## src/hw/rtl/qre_pkg.sv

```systemverilog
package qre_pkg;

  // Input word and sample format.
  localparam int SAMPLE_IN_W  = 16;
  localparam int SAMPLE_WIDTH = 16;

  // Moving-window length.
  localparam int WINDOW_LEN = 30;

  // Low-pass: y = 2*y1 - y2 + x - 2*x6 + x12.
  localparam int LP_W       = 22;
  localparam int LP_ACC_W   = 25;
  localparam int LP_DEPTH   = 12;
  localparam int LP_TAP_MID = 5;
  localparam int LP_TAP_END = 11;

  // High-pass held scaled by 32: H = H1 - x + 32*x16 - 32*x17 + x32.
  localparam int HP_DEPTH    = 32;
  localparam int HP_TAP_A    = 15;
  localparam int HP_TAP_B    = 16;
  localparam int HP_TAP_END  = 31;
  localparam int HP_SCALE_SH = 5;
  localparam int HP_SCALED_W = 28;
  localparam int HP_ACC_W    = 30;
  localparam int HP_SHIFT    = 5;
  localparam int HP_W        = HP_SCALED_W - HP_SHIFT;

  // Five-point derivative: 2*x + x1 - x3 - 2*x4, then floor shift.
  localparam int DER_DEPTH  = 4;
  localparam int DER_TAP_1  = 0;
  localparam int DER_TAP_3  = 2;
  localparam int DER_TAP_4  = 3;
  localparam int DER_ACC_W  = 26;
  localparam int DER_SHIFT  = 3;
  localparam int DER_W      = 22;

  // Squaring and window integration.
  localparam int PROD_W   = 2 * DER_W;
  localparam int SQ_W     = 42;
  localparam int SUM_W    = 47;
  localparam int ENERGY_W = 42;
  localparam int WPOS_W   = $clog2(WINDOW_LEN);
  localparam int FILL_W   = $clog2(WINDOW_LEN + 1);

  // Constant divider: long division one byte per stage, each byte
  // resolved by a reciprocal multiply on a narrow value.
  localparam int DIV_DIGIT_W     = 8;
  localparam int DIV_DIGITS      = (SUM_W + DIV_DIGIT_W - 1) / DIV_DIGIT_W;
  localparam int DIV_W           = DIV_DIGITS * DIV_DIGIT_W;
  localparam int DIV_REM_W       = $clog2(WINDOW_LEN);
  localparam int DIV_STEP_W      = DIV_REM_W + DIV_DIGIT_W;
  localparam int DIV_RECIP_SHIFT = 20;
  localparam int DIV_RECIP       = ((2 ** DIV_RECIP_SHIFT) + WINDOW_LEN - 1) / WINDOW_LEN;
  localparam int DIV_RECIP_W     = $clog2(DIV_RECIP + 1);
  localparam int DIV_PROD_W      = DIV_STEP_W + DIV_RECIP_W;

  typedef logic [SAMPLE_IN_W-1:0]         sample_in_t;
  typedef logic signed [SAMPLE_WIDTH-1:0] sample_t;
  typedef logic signed [LP_W-1:0]         lp_t;
  typedef logic signed [HP_SCALED_W-1:0]  hs_t;
  typedef logic signed [HP_W-1:0]         hp_t;
  typedef logic signed [DER_W-1:0]        der_t;
  typedef logic [SQ_W-1:0]                sq_t;
  typedef logic [SUM_W-1:0]               sum_t;
  typedef logic [ENERGY_W-1:0]            energy_t;

  typedef struct packed {
    sum_t sum;
    logic full;
  } win_word_t;

  typedef struct packed {
    logic [DIV_REM_W-1:0]   rem;
    logic [DIV_DIGIT_W-1:0] quo;
  } div_step_t;

  // One long-division step: {rem_in, digit} / WINDOW_LEN, with rem_in below
  // WINDOW_LEN so the quotient fits in one digit.
  function automatic div_step_t div_step(logic [DIV_REM_W-1:0] rem_in,
                                         logic [DIV_DIGIT_W-1:0] digit);
    logic [DIV_STEP_W-1:0]  v;
    logic [DIV_PROD_W-1:0]  prod;
    logic [DIV_DIGIT_W-1:0] q;
    logic [DIV_STEP_W-1:0]  back;
    div_step_t              res;
    v        = {rem_in, digit};
    prod     = DIV_PROD_W'(v) * DIV_PROD_W'(DIV_RECIP);
    q        = prod[DIV_RECIP_SHIFT +: DIV_DIGIT_W];
    back     = DIV_STEP_W'(q) * DIV_STEP_W'(WINDOW_LEN);
    res.rem  = DIV_REM_W'(v - back);
    res.quo  = q;
    return res;
  endfunction

endpackage

```

## src/hw/rtl/qre_sample_if.sv

```systemverilog
interface qre_sample_if;
  import qre_pkg::*;

  logic       valid;
  logic       ready;
  sample_in_t sample_in;

  modport source (output valid, output sample_in, input ready);
  modport sink (input valid, input sample_in, output ready);
endinterface

```

## src/hw/rtl/qre_energy_if.sv

```systemverilog
interface qre_energy_if;
  import qre_pkg::*;

  logic    valid;
  logic    ready;
  energy_t integrated_energy;
  logic    window_full;

  modport source (output valid, output integrated_energy, output window_full, input ready);
  modport sink (input valid, input integrated_energy, input window_full, output ready);
endinterface

```

## src/hw/rtl/qre_filter.sv

```systemverilog
module qre_filter (
  input  logic                          clk,
  input  logic                          rst,
  input  logic                          in_valid,
  output logic                          in_ready,
  input  logic [qre_pkg::SAMPLE_IN_W-1:0] sample,
  output logic                          out_valid,
  input  logic                          out_ready,
  output qre_pkg::sq_t                  square
);
  import qre_pkg::*;

  localparam int NSTG = 5;

  logic [NSTG-1:0] vld;
  logic [NSTG-1:0] free;
  logic [NSTG-1:0] ld;

  sample_t x_q;
  lp_t     lp_q;
  hp_t     hp_q;
  der_t    der_q;
  sq_t     sq_q;

  sample_t lp_dly [LP_DEPTH];
  lp_t     lp_last;
  lp_t     lp_before;
  lp_t     hp_dly [HP_DEPTH];
  hs_t     hs_last;
  hp_t     der_dly [DER_DEPTH];

  logic signed [LP_ACC_W-1:0]  lp_acc;
  logic signed [HP_ACC_W-1:0]  hs_acc;
  logic signed [DER_ACC_W-1:0] der_acc;
  logic signed [PROD_W-1:0]    prod;
  lp_t  lp_next;
  hs_t  hs_next;
  hp_t  hp_next;
  der_t der_next;
  sq_t  sq_next;

  // A stage can take a word when it is empty or its word moves on.
  always_comb begin
    free[NSTG-1] = !vld[NSTG-1] || out_ready;
    for (int k = NSTG - 2; k >= 0; k--) begin
      free[k] = !vld[k] || free[k+1];
    end
    ld[0] = in_valid && free[0];
    for (int k = 1; k < NSTG; k++) begin
      ld[k] = vld[k-1] && free[k];
    end
  end

  assign in_ready  = free[0];
  assign out_valid = vld[NSTG-1];
  assign square    = sq_q;

  always_comb begin
    lp_acc = (LP_ACC_W'(lp_last) <<< 1) - LP_ACC_W'(lp_before) + LP_ACC_W'(x_q)
             - (LP_ACC_W'(lp_dly[LP_TAP_MID]) <<< 1) + LP_ACC_W'(lp_dly[LP_TAP_END]);
    lp_next = lp_acc[LP_W-1:0];

    hs_acc = HP_ACC_W'(hs_last) - HP_ACC_W'(lp_q)
             + (HP_ACC_W'(hp_dly[HP_TAP_A]) <<< HP_SCALE_SH)
             - (HP_ACC_W'(hp_dly[HP_TAP_B]) <<< HP_SCALE_SH)
             + HP_ACC_W'(hp_dly[HP_TAP_END]);
    hs_next = hs_acc[HP_SCALED_W-1:0];
    hp_next = hs_next[HP_SCALED_W-1:HP_SHIFT];

    der_acc = (DER_ACC_W'(hp_q) <<< 1) + DER_ACC_W'(der_dly[DER_TAP_1])
              - DER_ACC_W'(der_dly[DER_TAP_3]) - (DER_ACC_W'(der_dly[DER_TAP_4]) <<< 1);
    der_next = der_acc[DER_SHIFT +: DER_W];

    prod    = der_q * der_q;
    sq_next = prod[SQ_W-1:0];
  end

  always_ff @(posedge clk) begin
    if (rst) begin
      vld <= '0;
    end else begin
      vld[0] <= free[0] ? in_valid : vld[0];
      for (int k = 1; k < NSTG; k++) begin
        vld[k] <= free[k] ? vld[k-1] : vld[k];
      end
    end
  end

  // Recursion state moves only when a word enters the stage that owns it.
  always_ff @(posedge clk) begin
    if (rst) begin
      for (int k = 0; k < LP_DEPTH; k++) begin
        lp_dly[k] <= '0;
      end
      for (int k = 0; k < HP_DEPTH; k++) begin
        hp_dly[k] <= '0;
      end
      for (int k = 0; k < DER_DEPTH; k++) begin
        der_dly[k] <= '0;
      end
      lp_last   <= '0;
      lp_before <= '0;
      hs_last   <= '0;
    end else begin
      if (ld[1]) begin
        lp_dly[0] <= x_q;
        for (int k = 1; k < LP_DEPTH; k++) begin
          lp_dly[k] <= lp_dly[k-1];
        end
        lp_before <= lp_last;
        lp_last   <= lp_next;
      end
      if (ld[2]) begin
        hp_dly[0] <= lp_q;
        for (int k = 1; k < HP_DEPTH; k++) begin
          hp_dly[k] <= hp_dly[k-1];
        end
        hs_last <= hs_next;
      end
      if (ld[3]) begin
        der_dly[0] <= hp_q;
        for (int k = 1; k < DER_DEPTH; k++) begin
          der_dly[k] <= der_dly[k-1];
        end
      end
    end
  end

  always_ff @(posedge clk) begin
    if (ld[0]) begin
      x_q <= sample[SAMPLE_WIDTH-1:0];
    end
    if (ld[1]) begin
      lp_q <= lp_next;
    end
    if (ld[2]) begin
      hp_q <= hp_next;
    end
    if (ld[3]) begin
      der_q <= der_next;
    end
    if (ld[4]) begin
      sq_q <= sq_next;
    end
  end

endmodule

```

## src/hw/rtl/qre_window.sv

```systemverilog
module qre_window (
  input  logic               clk,
  input  logic               rst,
  input  logic               in_valid,
  output logic               in_ready,
  input  qre_pkg::sq_t       square,
  output logic               out_valid,
  input  logic               out_ready,
  output qre_pkg::win_word_t word
);
  import qre_pkg::*;

  sq_t               store [WINDOW_LEN];
  sum_t              sum;
  logic [FILL_W-1:0] fill;
  logic [WPOS_W-1:0] wpos;
  logic              vld;
  win_word_t         word_q;

  logic              free;
  logic              ld;
  logic              full_before;
  logic              full_next;
  sq_t               old;
  sum_t              sum_next;
  logic [FILL_W-1:0] fill_next;
  logic [WPOS_W-1:0] wpos_next;

  assign free      = !vld || out_ready;
  assign ld        = in_valid && free;
  assign in_ready  = free;
  assign out_valid = vld;
  assign word      = word_q;

  // The oldest square leaves the sum only once the window is full, so an
  // entry is never read before it has been written.
  always_comb begin
    full_before = (fill == FILL_W'(WINDOW_LEN));
    full_next   = full_before || (fill == FILL_W'(WINDOW_LEN - 1));
    old         = full_before ? store[wpos] : '0;
    sum_next    = sum - SUM_W'(old) + SUM_W'(square);
    fill_next   = full_before ? fill : fill + 1'b1;
    wpos_next   = (wpos == WPOS_W'(WINDOW_LEN - 1)) ? '0 : wpos + 1'b1;
  end

  always_ff @(posedge clk) begin
    if (rst) begin
      vld  <= 1'b0;
      sum  <= '0;
      fill <= '0;
      wpos <= '0;
    end else begin
      vld <= free ? in_valid : vld;
      if (ld) begin
        sum  <= sum_next;
        fill <= fill_next;
        wpos <= wpos_next;
      end
    end
  end

  always_ff @(posedge clk) begin
    if (ld) begin
      store[wpos]  <= square;
      word_q.sum  <= full_next ? sum_next : '0;
      word_q.full <= full_next;
    end
  end

  a_fill_bound: assert property (@(posedge clk) disable iff (rst)
    fill <= FILL_W'(WINDOW_LEN))
    else $error("window fill count beyond window length");

  a_full_sticky: assert property (@(posedge clk) disable iff (rst)
    (fill == FILL_W'(WINDOW_LEN)) |=> (fill == FILL_W'(WINDOW_LEN)))
    else $error("window left the full state");

  a_pos_tracks_fill: assert property (@(posedge clk) disable iff (rst)
    (fill != FILL_W'(WINDOW_LEN)) |-> (FILL_W'(wpos) == fill))
    else $error("write position out of step with fill count");

  a_zero_while_filling: assert property (@(posedge clk) disable iff (rst)
    (vld && !word_q.full) |-> (word_q.sum == '0))
    else $error("nonzero sum before the window is full");

endmodule

```

## src/hw/rtl/qre_div.sv

```systemverilog
module qre_div (
  input  logic               clk,
  input  logic               rst,
  input  logic               in_valid,
  output logic               in_ready,
  input  qre_pkg::win_word_t word,
  output logic               out_valid,
  input  logic               out_ready,
  output qre_pkg::energy_t   energy,
  output logic               full
);
  import qre_pkg::*;

  localparam int LAST = DIV_DIGITS - 1;

  logic [DIV_DIGITS-1:0] vld;
  logic [DIV_DIGITS-1:0] free;
  logic [DIV_DIGITS-1:0] ld;

  // Each stage holds the word shifted left by one digit per stage, with the
  // quotient digits filling in from the bottom.
  logic [DIV_W-1:0]     w_q    [DIV_DIGITS];
  logic [DIV_REM_W-1:0] rem_q  [DIV_DIGITS];
  logic                 full_q [DIV_DIGITS];

  logic [DIV_W-1:0]     src_w    [DIV_DIGITS];
  logic [DIV_REM_W-1:0] src_rem  [DIV_DIGITS];
  logic                 src_full [DIV_DIGITS];
  div_step_t            step     [DIV_DIGITS];

  always_comb begin
    free[LAST] = !vld[LAST] || out_ready;
    for (int k = LAST - 1; k >= 0; k--) begin
      free[k] = !vld[k] || free[k+1];
    end
    ld[0] = in_valid && free[0];
    for (int k = 1; k < DIV_DIGITS; k++) begin
      ld[k] = vld[k-1] && free[k];
    end
  end

  always_comb begin
    src_w[0]    = DIV_W'(word.sum);
    src_rem[0]  = '0;
    src_full[0] = word.full;
    for (int k = 1; k < DIV_DIGITS; k++) begin
      src_w[k]    = w_q[k-1];
      src_rem[k]  = rem_q[k-1];
      src_full[k] = full_q[k-1];
    end
  end

  for (genvar j = 0; j < DIV_DIGITS; j++) begin : g_stage
    assign step[j] = div_step(src_rem[j], src_w[j][DIV_W-1 -: DIV_DIGIT_W]);

    always_ff @(posedge clk) begin
      if (ld[j]) begin
        w_q[j]    <= {src_w[j][DIV_W-DIV_DIGIT_W-1:0], step[j].quo};
        rem_q[j]  <= step[j].rem;
        full_q[j] <= src_full[j];
      end
    end

    a_rem_bound: assert property (@(posedge clk) disable iff (rst)
      vld[j] |-> (rem_q[j] < DIV_REM_W'(WINDOW_LEN)))
      else $error("division remainder not below window length");
  end

  always_ff @(posedge clk) begin
    if (rst) begin
      vld <= '0;
    end else begin
      vld[0] <= free[0] ? in_valid : vld[0];
      for (int k = 1; k < DIV_DIGITS; k++) begin
        vld[k] <= free[k] ? vld[k-1] : vld[k];
      end
    end
  end

  assign in_ready  = free[0];
  assign out_valid = vld[LAST];
  assign energy    = w_q[LAST][ENERGY_W-1:0];
  assign full      = full_q[LAST];

endmodule

```

## src/hw/rtl/qrs_energy_preprocessor.sv

```systemverilog
// Throughput: one word per cycle on both channels while energy.ready is held high.
// Reset (rst, synchronous, active high) empties the pipeline and clears all
// filter delay lines, the window sum and fill count; the window store needs
// no clearing, since an entry is only subtracted after it has been written.
module qrs_energy_preprocessor (
  input logic         clk,
  input logic         rst,
  qre_sample_if.sink  samples,
  qre_energy_if.source energy
);
  import qre_pkg::*;

  // The block is a twelve-register pipeline with a valid bit per stage:
  //   stage 0       input register (low SAMPLE_WIDTH bits, sign extended)
  //   stage 1       recursive low-pass, exact integer
  //   stage 2       high-pass kept scaled by 32, floor shift right by 5
  //   stage 3       five-point derivative, floor shift right by 3
  //   stage 4       squaring (one 22 by 22 multiplier)
  //   stage 5       moving-window running sum over the last WINDOW_LEN squares
  //   stages 6..11  division of the sum by WINDOW_LEN, one byte per stage
  // Each recursion is a single add with feedback inside its own stage, so
  // one sample per cycle is sustained while the output is ready. A stage takes
  // a new word whenever it is empty or its word moves on, so bubbles close up
  // and the input keeps flowing while a finished result waits at the output.

  logic      filt_valid;
  logic      filt_ready;
  sq_t       filt_square;
  logic      win_valid;
  logic      win_ready;
  win_word_t win_word;

  qre_filter u_filter (
    .clk       (clk),
    .rst       (rst),
    .in_valid  (samples.valid),
    .in_ready  (samples.ready),
    .sample    (samples.sample_in),
    .out_valid (filt_valid),
    .out_ready (filt_ready),
    .square    (filt_square)
  );

  // Until WINDOW_LEN squares have entered, the window stage passes a zero
  // sum with the full flag low, so the energy reads zero while filling.
  qre_window u_window (
    .clk       (clk),
    .rst       (rst),
    .in_valid  (filt_valid),
    .in_ready  (filt_ready),
    .square    (filt_square),
    .out_valid (win_valid),
    .out_ready (win_ready),
    .word      (win_word)
  );

  qre_div u_div (
    .clk       (clk),
    .rst       (rst),
    .in_valid  (win_valid),
    .in_ready  (win_ready),
    .word      (win_word),
    .out_valid (energy.valid),
    .out_ready (energy.ready),
    .energy    (energy.integrated_energy),
    .full      (energy.window_full)
  );

endmodule
```

## src/flat_wrapper.sv

```systemverilog
// flat-port wrapper written by rule: the top's interface ports become plain ports
module qrs_energy_preprocessor_flat import qre_pkg::*;
  (clk, rst, samples_valid, samples_sample_in, samples_ready, energy_valid, energy_integrated_energy, energy_window_full, energy_ready);
  qre_sample_if samples_i ();
  qre_energy_if energy_i ();
  input logic clk;
  input logic rst;
  input wire logic [$bits(samples_i.valid)-1:0] samples_valid;
  input wire logic [$bits(samples_i.sample_in)-1:0] samples_sample_in;
  output wire logic [$bits(samples_i.ready)-1:0] samples_ready;
  output wire logic [$bits(energy_i.valid)-1:0] energy_valid;
  output wire logic [$bits(energy_i.integrated_energy)-1:0] energy_integrated_energy;
  output wire logic [$bits(energy_i.window_full)-1:0] energy_window_full;
  input wire logic [$bits(energy_i.ready)-1:0] energy_ready;
  assign samples_i.valid = samples_valid;
  assign samples_i.sample_in = samples_sample_in;
  assign samples_ready = samples_i.ready;
  assign energy_valid = energy_i.valid;
  assign energy_integrated_energy = energy_i.integrated_energy;
  assign energy_window_full = energy_i.window_full;
  assign energy_i.ready = energy_ready;
  qrs_energy_preprocessor u_core (.clk(clk), .rst(rst), .samples(samples_i), .energy(energy_i));
endmodule
```

## config.mk

```make
export PLATFORM = sky130hd
export DESIGN_NAME = qrs_energy_preprocessor_flat
export DESIGN_NICKNAME = d
export VERILOG_FILES = /design/src/hw/rtl/qre_pkg.sv /design/src/hw/rtl/qre_sample_if.sv /design/src/hw/rtl/qre_energy_if.sv /design/src/hw/rtl/qre_filter.sv /design/src/hw/rtl/qre_window.sv /design/src/hw/rtl/qre_div.sv /design/src/hw/rtl/qrs_energy_preprocessor.sv /design/src/flat_wrapper.sv
export SDC_FILE = /design/constraint.sdc
export NUM_CORES = 2
export LEC_CHECK = 0
export ABC_AREA = 1
export BUFFER_PORTS_ARGS = -buffer_cell sky130_fd_sc_hd__buf_2
export CORE_UTILIZATION = 35
export CTS_BUF_LIST = sky130_fd_sc_hd__clkbuf_4 sky130_fd_sc_hd__clkbuf_8 sky130_fd_sc_hd__clkbuf_16
export DETAILED_ROUTE_END_ITERATION = 10
export PLACE_DENSITY = 0.53
export SETUP_SLACK_MARGIN = 0.4
export SYNTH_ARGS = -nofsm -noshare
export SYNTH_HDL_FRONTEND = slang
export SYNTH_SLANG_ARGS = --single-unit
```

## constraint.sdc

```tcl
create_clock -name clk -period 64.9 [get_ports clk]
set_input_delay 12.98 -clock clk [delete_from_list [all_inputs] [get_ports clk]]
set_output_delay 12.98 -clock clk [all_outputs]
set_load 0.01 [all_outputs]
```

# Word-level counts from Yosys, hierarchy flattened
# Memories as Yosys holds them, arrays and structs flattened. A register that Yosys moved wholly into a read port is not among the register bits.
# Index checks and enable logic that the tools add are counted.
word_totals:
  register_bits: 314
  latch_bits: 0
  ram_bits: 2572
  romBits: 0
  inputBits: 20
  elab_cells: 233
  memories: 7
mem_list:
  columns: ["name", "words", "width", "rd", "rd_ports_with_merged_regs", "write_ports", "line_no", "rtl"]
  rows:
  - ["u_core.u_window.store", 30, 42, 1, 1, 1, "qre_window.sv:13", "sq_t store [WINDOW_LEN];"]
  - ["u_core.u_filter.hp_dly", 32, 22, 32, 0, 32, "qre_filter.sv:28", "lp_t hp_dly [HP_DEPTH];"]
  - ["u_core.u_div.w_q", 6, 48, 6, 0, 6, "qre_div.sv:22", "logic [DIV_W-1:0] w_q [DIV_DIGITS];"]
  - ["u_core.u_filter.lp_dly", 12, 16, 12, 0, 12, "qre_filter.sv:25", "sample_t lp_dly [LP_DEPTH];"]
  - ["u_core.u_filter.der_dly", 4, 23, 4, 0, 4, "qre_filter.sv:30", "hp_t der_dly [DER_DEPTH];"]
  - ["u_core.u_div.rem_q", 6, 5, 5, 0, 6, "qre_div.sv:23", "logic [DIV_REM_W-1:0] rem_q [DIV_DIGITS];"]
  - ["+1 memories", null, null, null, null, null, null, null]
op_classes:
  n_addsub: 21
  mul: 13
  div_mod_pow: 0
  magnitude_cmp: 0
  n_eq_ne: 3
  n_shift: 0
  mux: 77
  bitwise: 49
  n_reduce_logical: 38
op_table:
  columns: ["cell", "n"]
  rows:
  - ["two-way mux 22 bit", 32]
  - ["two-way mux 16 bit", 12]
  - ["multiplier 13 x 16 -> 28 bit, second input constant", 5]
  - ["two-way mux 23 bit", 4]
  - ["bitwise OR 1 bit", 48]
  - ["adder 47 x 42 -> 47 bit", 1]
  - ["subtractor 47 x 42 -> 47 bit", 1]
  - ["adder 22 x 16 -> 22 bit", 2]
  - ["multiplier 22 x 22 -> 42 bit", 1]
  - ["two-way mux 42 bit", 1]
  - ["multiplier 8 x 4 -> 4 bit, second input constant", 5]
  - ["subtractor 5 bit", 6]
  - ["adder 28 x 22 -> 28 bit", 1]
  - ["adder 28 x 27 -> 28 bit", 1]
  - ["subtractor 28 x 22 -> 28 bit", 1]
  - ["subtractor 28 x 27 -> 28 bit", 1]
  - ["adder 24 x 23 -> 25 bit", 1]
  - ["two-way mux 1 bit", 25]
  - ["subtractor 25 x 23 -> 25 bit", 1]
  - ["subtractor 25 x 24 -> 25 bit", 1]
  - ["multiplier 7 x 16 -> 23 bit, second input constant", 1]
  - ["subtractor 22 x 17 -> 22 bit", 1]
  - ["subtractor 22 bit", 1]
  - ["== test 5 bit, second input constant", 3]
  - ["8 further kinds", 45]

# Logic depth before layout (Yosys ltp)
depth:
  ltp_word: 17
  mapped_depth: 30
  depth_no_buf: 30

# By module
# A second synthesis with hierarchy kept.
unflattened:
  hier_cells: 13651
  hier_area_um2: 148064.5
modules_own_cells:
  columns: ["mod", "n_inst", "cells_per_inst", "area_each_um2"]
  rows:
  - ["qre_filter", 1, 6563, 68992.4]
  - ["qre_window", 1, 5096, 58862.7]
  - ["qre_div", 1, 1992, 20209.4]

# Worst setup path after synthesis
# No wires, ideal clock.
synth_path:
  path_type: "input to register"
  from: "input port energy_ready"
  to: "memory u_core.u_filter.hp_dly[0][0] (netlist name), enable pin"
  setup_time_ns: 4.944
  arrival_ns: 25.253
  required_ns: 59.956
  path_slack_ns: 34.702
  stages: 9
  n_path_buf: 1
  path_cell_list: "nor2_4 > nand3_2 > nor2_4 > nand4_2 > nor2_4 > nand3_2 > nand2_1 > buf_2 > nand2_1"
synth_rtl:
  columns: ["element", "line_no", "rtl"]
  rows:
  - ["start: declaration", "flat_wrapper.sv:14", "input wire logic [$bits(energy_i.ready)-1:0] energy_ready;"]
  - ["end: declaration", "qre_filter.sv:28", null]

# Worst setup path after layout
layout_path:
  from: "input port energy_ready"
  to: "output port samples_ready"
layout_via:
  elab_chain_cells: 12
layout_rtl:
  columns: ["element", "line_no", "rtl"]
  rows:
  - ["logical OR 1 bit", "qre_div.sv:32", "free[LAST] = !vld[LAST] || out_ready;"]
  - ["logical OR 1 bit (5 in a row)", "qre_div.sv:34", "free[k] = !vld[k] || free[k+1];"]
  - ["logical OR 1 bit", "qre_window.sv:29", "assign free = !vld || out_ready;"]
  - ["logical OR 1 bit", "qre_filter.sv:44", "free[NSTG-1] = !vld[NSTG-1] || out_ready;"]
  - ["logical OR 1 bit (4 in a row)", "qre_filter.sv:46", "free[k] = !vld[k] || free[k+1];"]
  - ["end: declaration", "flat_wrapper.sv:10", "output wire logic [$bits(samples_i.ready)-1:0] samples_ready;"]
# No other way between the ends.

==> impl_metrics.toml <==
[global_routing]
grt_max_degree = 193
first_global_vias = 88651
grt_pass1_wl_um = 537000
antenna_found_initial = 11
gr-usage-all-layers = 0.166
grt_overflow = 0

[critical_path]
critPathBufInv = 4
cp-start-kind = "input port"
worst-path-max-fanout = 47
cp_data_arrival_time_ns = 15.22
path_common_cell = "nor2_4"
timing_worst_setup_path_type = "input port to output port"
slowest_stage = "buf_4"
r2r_start = "u_core.u_filter.der_q[17]"
slowest_delay_ns = 0.36
crit_chain = "buf_2 -> nor2_4 -> nand3_2 -> nor2_4 -> nand4_2 -> nor2_4 -> nand4_1 -> buf_4 -> inv_1 -> nand2_1 -> buf_2"
critPathTopFamily = "simple AND/OR/NAND/NOR gates"
crit_required_ns = 51.92
worst_r2r_endpoint = "u_core.u_filter.square[31]"
cp-endpoint = "samples_ready"
cp-end-kind = "output port"
ff2ff_setup_slack_ns = 57.35
reg2regPathDepth = 23
cp.depth = 11
crit_start = "energy_ready"

[drt]
vias = 90910
dr.pass1.iters = 6
post_drt_wl_per_cell_um = 18.4
drt_wl_total_um = 352000
wl_met2_um = 163000
maxUsedRoutingLayer = "met5"
wl_met3_um = 19800
antenna_left = 0
first_iter_violations = 7182
route.detailed.drc = 0
viasPerCell = 4.75
wl_met1_um = 161000

[layout]
fillCellCount = 39856
syn_to_final_growth_pct = 11.5
fin_nets = 14787
drive_gt1_frac = 0.0574

[floorplanning]
die_w_um = 647
core_area_um2 = 414000
die-area_um2 = 418000
rows = 236
io_pins = 65
die_y_um = 647
start_util = 0.352

[placement]
place_hpwl_um = 227000
port-buffer-count = 64
place_congestion = 0.878

[outcome]
status = "finished, final reports clean"

[clocking]
cts_sinks = 2819
cts_made_buffers = 312
cts_tree = "yes"
cts_resized = 0
root_buffer = "clkbuf_16"
cts_setup_buffers = 0
clk_pin_slew_ns = 0.05
insertion_delay_ns = 0.93
hold_buffers = 0
clockBufferDepth = 4
ctsHtreeMaxLevel = 5

[synth]
synth_top_family_by_area = "adder cells"
synth.net_count = 14731
synthXorXnorAreaFrac = 0.0115
yosysSeqAreaShare = 0.571
synth_compound_area_frac = 0.0623
synth_fa_ha_area_frac = 0.154
synth_mux_area_frac = 0
synth_area_per_cell_um2 = 10.9
synthesis.area_um2 = 146000
yosys.area_share.simple = 0.117
ys_seq_elements = 2819
syn-instance-count = 13355
ys_types = 48
synth_edf_count = 2673
synth_flop_cell = "edfxtp_1"
synth_warnings = 0
async_flop_share = 0

[timing]
rsz0062_at_grt = "false"
skew_ns = 0.0625
fin_setup_tns_ns = 0
max_freq_mhz = 35.5
slew_headroom = 0.191
finalHoldViolCount = 0
setup_violations = 0
period_needed_ns = 28.20
report.final.slew_viol_count = 0
post-route-period-util = 0.434
worstMarginPinSlew_ns = 1.21

[run]
drv_cap = 0

[worst_hold_path]
hold_class = "flip-flop to flip-flop"
hold_depth = 0
[worst min-delay path by stage]
stage                       startpoint                       to  slack [ns]
6_report       u_core.u_div.w_q[1][30]  u_core.u_div.w_q[2][38]        0.39
5_1_grt         u_core.u_div.w_q[3][5]  u_core.u_div.w_q[4][13]        0.37
4_1_cts         u_core.u_div.w_q[3][5]  u_core.u_div.w_q[4][13]        0.37
3_5_place_dp    u_core.u_div.full_q[0]   u_core.u_div.full_q[1]        0.40
3_3_place_gp   u_core.u_div.w_q[2][16]  u_core.u_div.w_q[3][24]        0.40
2_1_floorplan  u_core.u_window.word[0]   u_core.u_div.full_q[0]        0.40
[through the flow]
step | hold WS (ns) | cell area, um2 | util | worst slack (ns) | cells
floorplan | 0.400 | 146000 | - | 34.70 | 13355
global placement | 0.400 | 152000 | 0.368 | 36.63 | 18571
detailed placement | 0.405 | 152000 | 0.368 | 36.67 | 18571
CTS | 0.372 | 162000 | 0.392 | 36.66 | 19126
global route | 0.372 | 162000 | 0.392 | 36.56 | 19127
finish | 0.391 | 162000 | 0.392 | 36.70 | 19129
[layer usage]
| metal | GRT usage | vias to the layer above |
|---|---|---|
| met1 | 0.236 | 44643 |
| met3 | 0.0227 | 465 |
| li1 | - | 43722 |
| met5 | 0 | - |
| met2 | 0.270 | 2078 |
| met4 | 0.0387 | 2 |
[worst reg2reg max path, cell delays in order (launching register included)]
cell and delay, ns:
edfxtp_1 1.11, nand2_1 0.25, inv_1 0.12, fa_1 0.45, fa_1 0.53, inv_1 0.06
fa_1 0.52, inv_1 0.05, fa_1 0.48, fa_1 0.50, fa_1 0.49, inv_1 0.05
fa_1 0.52, inv_1 0.05, ha_1 0.33, a21oi_1 0.29, inv_1 0.07, a21oi_1 0.31
nor2_1 0.07, nor2_1 0.17, nor2_1 0.06, nor2_1 0.09, nand2_1 0.09, xor2_1 0.59
[Yosys cell counts (2+ instances only)]
cell / n / area share
a211oi_1: 10 / 0.00052
a21boi_0: 4 / 0.00021
a21o_1: 15 / 0.00077
a21oi_1: 397 / 0.014
a31o_2: 5 / 0.00030
a31oi_1: 25 / 0.0011
and2_1: 4 / 0.00017
and3_1: 4 / 0.00017
buf_1: 21 / 0.00054
buf_12: 2 / 0.00028
buf_2: 95 / 0.0033
buf_4: 15 / 0.00077
buf_8: 20 / 0.0021
clkbuf_1: 326 / 0.0084
dfxtp_1: 146 / 0.020
edfxtp_1: 2673 / 0.55
fa_1: 734 / 0.10
ha_1: 622 / 0.053
inv_1: 2628 / 0.068
inv_2: 5 / 0.00013
nand2_1: 1636 / 0.042
nand3_1: 415 / 0.014
nand3_2: 3 / 0.00021
nand3b_1: 8 / 0.00041
nand4_1: 123 / 0.0053
nor2_1: 1998 / 0.052
nor2_4: 3 / 0.00023
nor3_1: 54 / 0.0019
nor3b_1: 2 / 0.00010
nor4_1: 3 / 0.00013
o211ai_1: 46 / 0.0024
o21a_1: 6 / 0.00031
o21ai_0: 784 / 0.027
o21ai_1: 28 / 0.00096
o21bai_1: 21 / 0.0011
o221ai_1: 136 / 0.0082
o22ai_1: 135 / 0.0058
or2_2: 6 / 0.00026
xnor2_1: 67 / 0.0040
xor2_1: 122 / 0.0073
[area by class of cell]
cell class,instances,area [um2],area share
clock inverters,163,1610,0.00989
multi-input cells,7422,50600,0.312
flip-flops and latches,2819,83200,0.513
clock buffers,392,8520,0.0525
well taps,5474,6850,0.0422
inverters,2634,9910,0.0611
diodes,3,7.51,0.0000463
repair buffers,222,1600,0.00988
[kinds of logic after synthesis]
family | after synthesis
DFF | 2819
buffers and inverters | 3114
AOI/OAI and AO/OA | 1614
adders and majority gates | 1356
other | 1
xor gates and xnor gates | 190
and+or+nand+nor | 4261
[cell usage in the layout, fill, tap and decap left out, types with 69 or more instances in the layout]
master     count
buf_4        151
clkinv_1      73
inv_1       2623
xor2_1       122
dfxtp_1      140
o221ai_1     136
nand3_1      415
a21oi_1      395
o22ai_1      135
edfxtp_1    2673
nor2_1      1967
clkbuf_16    316
clkbuf_4      69
ha_1         622
nand4_1      123
o21ai_0      783
nand2_1     1631
fa_1         734
[state kept, by name, indices dropped and copies added, names as in the netlist, 23 cells and up, named ones only]
signal	count
u_core.u_filter.hp_dly	704
u_core.u_filter.der_dly	92
u_core.u_div.rem_q	25
u_core.u_filter.hs_last	28
u_core.u_window.word	48
u_core.u_filter.hp_q	23
u_core.u_filter.square	41
u_core.u_window.store	1230
u_core.u_div.w_q	252
u_core.u_window.sum	47
u_core.u_filter.lp_dly	192
Power is left out: the tool's default activity adds up to more than one toggle a clock period on the data nets, which glitch-free logic cannot reach.
